## config.mk

```make
export PLATFORM = sky130hd
export DESIGN_NAME = esi_ram
export DESIGN_NICKNAME = d
export VERILOG_FILES = /design/src/hdl/esi_ram.sv
export SDC_FILE = /design/constraint.sdc
export NUM_CORES = 2
export LEC_CHECK = 0
export CAP_MARGIN = 20
export CORE_ASPECT_RATIO = 1.2
export CORE_UTILIZATION = 44
export CTS_CLUSTER_DIAMETER = 200
export DETAILED_ROUTE_END_ITERATION = 8
export DONT_BUFFER_PORTS = 1
export GPL_ROUTABILITY_DRIVEN = 0
export GPL_TIMING_DRIVEN = 1
export PLACE_DENSITY = 0.68
export SLEW_MARGIN = 20
export SYNTH_ARGS = -nofsm -noshare
export SYNTH_HDL_FRONTEND = slang
export SYNTH_SLANG_ARGS = --single-unit
```

## constraint.sdc

```tcl
create_clock -name clock -period 3.7 [get_ports clock]
set_clock_uncertainty 0.15 [all_clocks]
set_input_delay 0.37 -clock clock [delete_from_list [all_inputs] [get_ports clock]]
set_output_delay 0.37 -clock clock [all_outputs]
set_load 0.01 [all_outputs]
```

## src/hdl/esi_ram.sv

```systemverilog
module esi_ram #(
   parameter int WIDTH = 32,
   parameter int DEPTH = 64
) (
   input  logic                     clock,
   input  logic                     wr_en,
   input  logic [$clog2(DEPTH)-1:0] wr_addr,
   input  logic [WIDTH-1:0]         wr_data,
   input  logic [$clog2(DEPTH)-1:0] rd_addr,
   output logic [WIDTH-1:0]         rd_data
);
   logic [WIDTH-1:0] mem [DEPTH];
   logic [WIDTH-1:0] rd_data_ff;

   always_ff @(posedge clock) begin
      if (wr_en) begin
         mem[wr_addr] <= wr_data;
      end
      rd_data_ff <= mem[rd_addr];
   end

   assign rd_data = rd_data_ff;
endmodule

```

==> metrics.cfg <==
[route]
route.detailed.drc=0
avgViaCountPerCell=6.08
drt-pass1-iter-count=8
wire_per_inst_um=32.4
vias=36500
postRouteAntennaNets=0
drt_iter0_markers=4541
wl_um=195000

[global_routing]
grt_overflow=0
antenna_found_initial=9
grt_pass1_wl_um=272000
grt_max_degree=514
grt_pass1_vias=37100
track_usage=0.214

[synth]
synth_area_um2=78500
synth_fp_nets=3370
yosys_warnings=0
ys.flop_type=edfxtp_1
ys_types=34
synth_edf_count=2048
avgSynthCellArea_um2=23.6
seq_area_frac_synth=0.791
synthCells=3324
ys_ff_latch=2080
async_flop_share=0

[placed_design]
dpl.hpwl_um=98000
dp_cells=5545
port_buffers=0

[pwr]
power_leakage_nw=27.7
p_per_area_nw_per_um2=534
max-vdd-ir-drop_v=0.000661

[timing]
clock.fmax_mhz=288
slew_violations=0
tns_ns=0
rsz0062_at_grt=false
slew_headroom=0.379
worst_pin_slew_ns=0.931
finalHoldViolCount=0
final-setup-viol-count=0
post-route-period-util=0.938
min_period_ns=3.47

[worst_setup_path]
crit_family=buffers and inverters
start_kind=primary input
crit_path_end_kind=register
r2r-end=rd_data[28]
required_ns=4.24
reg2reg_depth=7
path_buf_inv=5
reg2reg_slack_ns=0.94
path_max_fanout=51
path_class=in2reg
crit_start=rd_addr[0]
crit_path_cell_trace=buf_16 -> buf_16 -> buf_16 -> buf_16 -> mux4_2 -> mux4_2 -> dlygate4sd3_1 -> o22ai_2 -> nor2_1
crit_path_top_delay_cell=dlygate4sd3_1
r2r-start=mem[7][28]
cpPeakStageDelay_ns=0.58
arrival_ns=4.01
path_common_cell=buf_16

[clock_tree]
htree_levels=4
root_buffer=clkbuf_16
cts_buffers=194
cts_setup_buffers=0
clkSlewWorstSetupHoldPaths_ns=0.06
insertion_delay_ns=0.84
cts_tree=yes
clock_sinks=2080
clk_path_buf_depth=3

[hold_path]
hp-class=in2reg
min_to=rd_data[31]
worstHoldStart=rd_addr[3]
holdPathStages=3

[run]
cap_viol_max_count=0

[layout]
drive_above_1_share=0.280
area_growth_pct=14.5
nets=3570
layoutNonFillerInstCount=6002
fillers=13400

[floorplanning]
rows=169
start_util=0.444
ios=78
core_um2=177000
die_area_um2=180000
die_x_um=388
die_y_um=465

[outcome]
status=complete, no violations

-- state kept, by name, summed over array words and instances, names as in the netlist --
register  count
mem        2048
rd_data      32
-- cells by family (layout without fill, tap and decap cells) --
group / count (synthesis) / count (layout) / synth area share
flops: 2080 / 2080 / 0.791
mux: 637 / 637 / 0.168
simple gates: 223 / 223 / 0.0127
compound gates: 202 / 202 / 0.0167
buf+inv: 182 / 546 / 0.0113
other cells: 0 / 6 / 0
-- stage by stage --
stage	utilization	power [W]	setup WS, ns	hold slack [ns]	cell area, µm²
after floorplan	-	0.0279	0.0202	0.319	78500
after global placement	0.463	0.0281	0.596	0.325	81900
after detailed placement	0.463	0.0281	0.593	0.325	81900
after CTS	0.506	0.0480	0.838	0.00107	89600
after global routing	0.508	0.0492	0.113	0.00876	89900
final	0.508	0.0480	0.228	0.0253	89900
-- cells in the mapped netlist, types with 3 or more instances --
library cell / instances / area share
buf_2: 57 / 0.0036
mux2i_1: 93 / 0.012
a41o_1: 4 / 0.00051
nand2_1: 26 / 0.0012
edfxtp_1: 2048 / 0.78
dfxtp_1: 32 / 0.0082
nor3_1: 7 / 0.00045
buf_1: 21 / 0.0010
nand3_1: 5 / 0.00032
nor2_1: 137 / 0.0065
nor2b_1: 15 / 0.0012
and3_1: 4 / 0.00032
buf_4: 25 / 0.0024
o221ai_1: 27 / 0.0030
a22oi_1: 12 / 0.0011
mux4_2: 544 / 0.16
or3b_2: 3 / 0.00033
buf_6: 5 / 0.00072
clkbuf_1: 74 / 0.0035
nand2b_1: 8 / 0.00064
o22ai_1: 84 / 0.0067
a311oi_1: 8 / 0.00089
a21oi_1: 62 / 0.0040
nand3b_1: 5 / 0.00048
or3_1: 3 / 0.00024
o32ai_1: 4 / 0.00045
-- metal layers --
layer  track usage  vias to the layer above  wire, µm
met5             0                        -        25
met4        0.0804                        4      6670
met3        0.0557                      308     20000
met2         0.338                     1897     94000
met1         0.287                    19600     74000
li1              -                    14700         -
-- area by class of cell --
cell class,count,area [µm²],area share
sequential,2080,62100,0.691
multi-input combinational,1062,16000,0.178
clock buffer,271,5410,0.0602
tap,2308,2890,0.0321
timing repair buffer,186,2640,0.0293
clock inverter,89,825,0.00917
antenna,6,15.0,0.000167
-- worst reg2reg max path, delay by kind of cell (launching register included) --
family,cells,cell delay (ns)
simple gates,1,0.04
mux,1,0.47
compound gates,3,0.51
flops,1,0.36
buf+inv,2,1.13
-- report_power, final --
group | internal [W] | leakage (nW) | switching, W | total (W)
Sequential | 0.0261 | 18.7 | 0.000196 | 0.0263
Clock | 0.0110 | 3.05 | 0.00852 | 0.0196
Combinational | 0.000943 | 6.00 | 0.00123 | 0.00218
Total | 0.0381 | 27.7 | 0.00995 | 0.0480
-- cell usage in the layout, fill, tap and decap left out, types with 32 or more instances in the layout --
cell type and count:
o22ai_1 82, mux4_2 544, buf_16 40, dlygate4sd3_1 44, clkbuf_16 205, clkbuf_1 56
nor2_1 75, nor2_4 62, edfxtp_1 2048, dfxtp_1 32, clkinv_2 33, buf_4 78
mux2i_1 93, a21oi_1 62
-- timing repair --
action	4_1_cts	5_1_grt
setup endpoints to repair	0	26
hold endpoints to repair	2097	2
hold buffers	79	1
resized for setup	0	2
-- worst max path at each step --
stage                  endpoint  cells after the start
floorplan            mem[48][0]                      4
finish               rd_data[7]                      9
global route         rd_data[7]                      9
global placement     rd_data[0]                      4
detailed placement  rd_data[31]                      4
CTS                  rd_data[7]                      5
No activity file was read; power rests on OpenSTA's default activity.
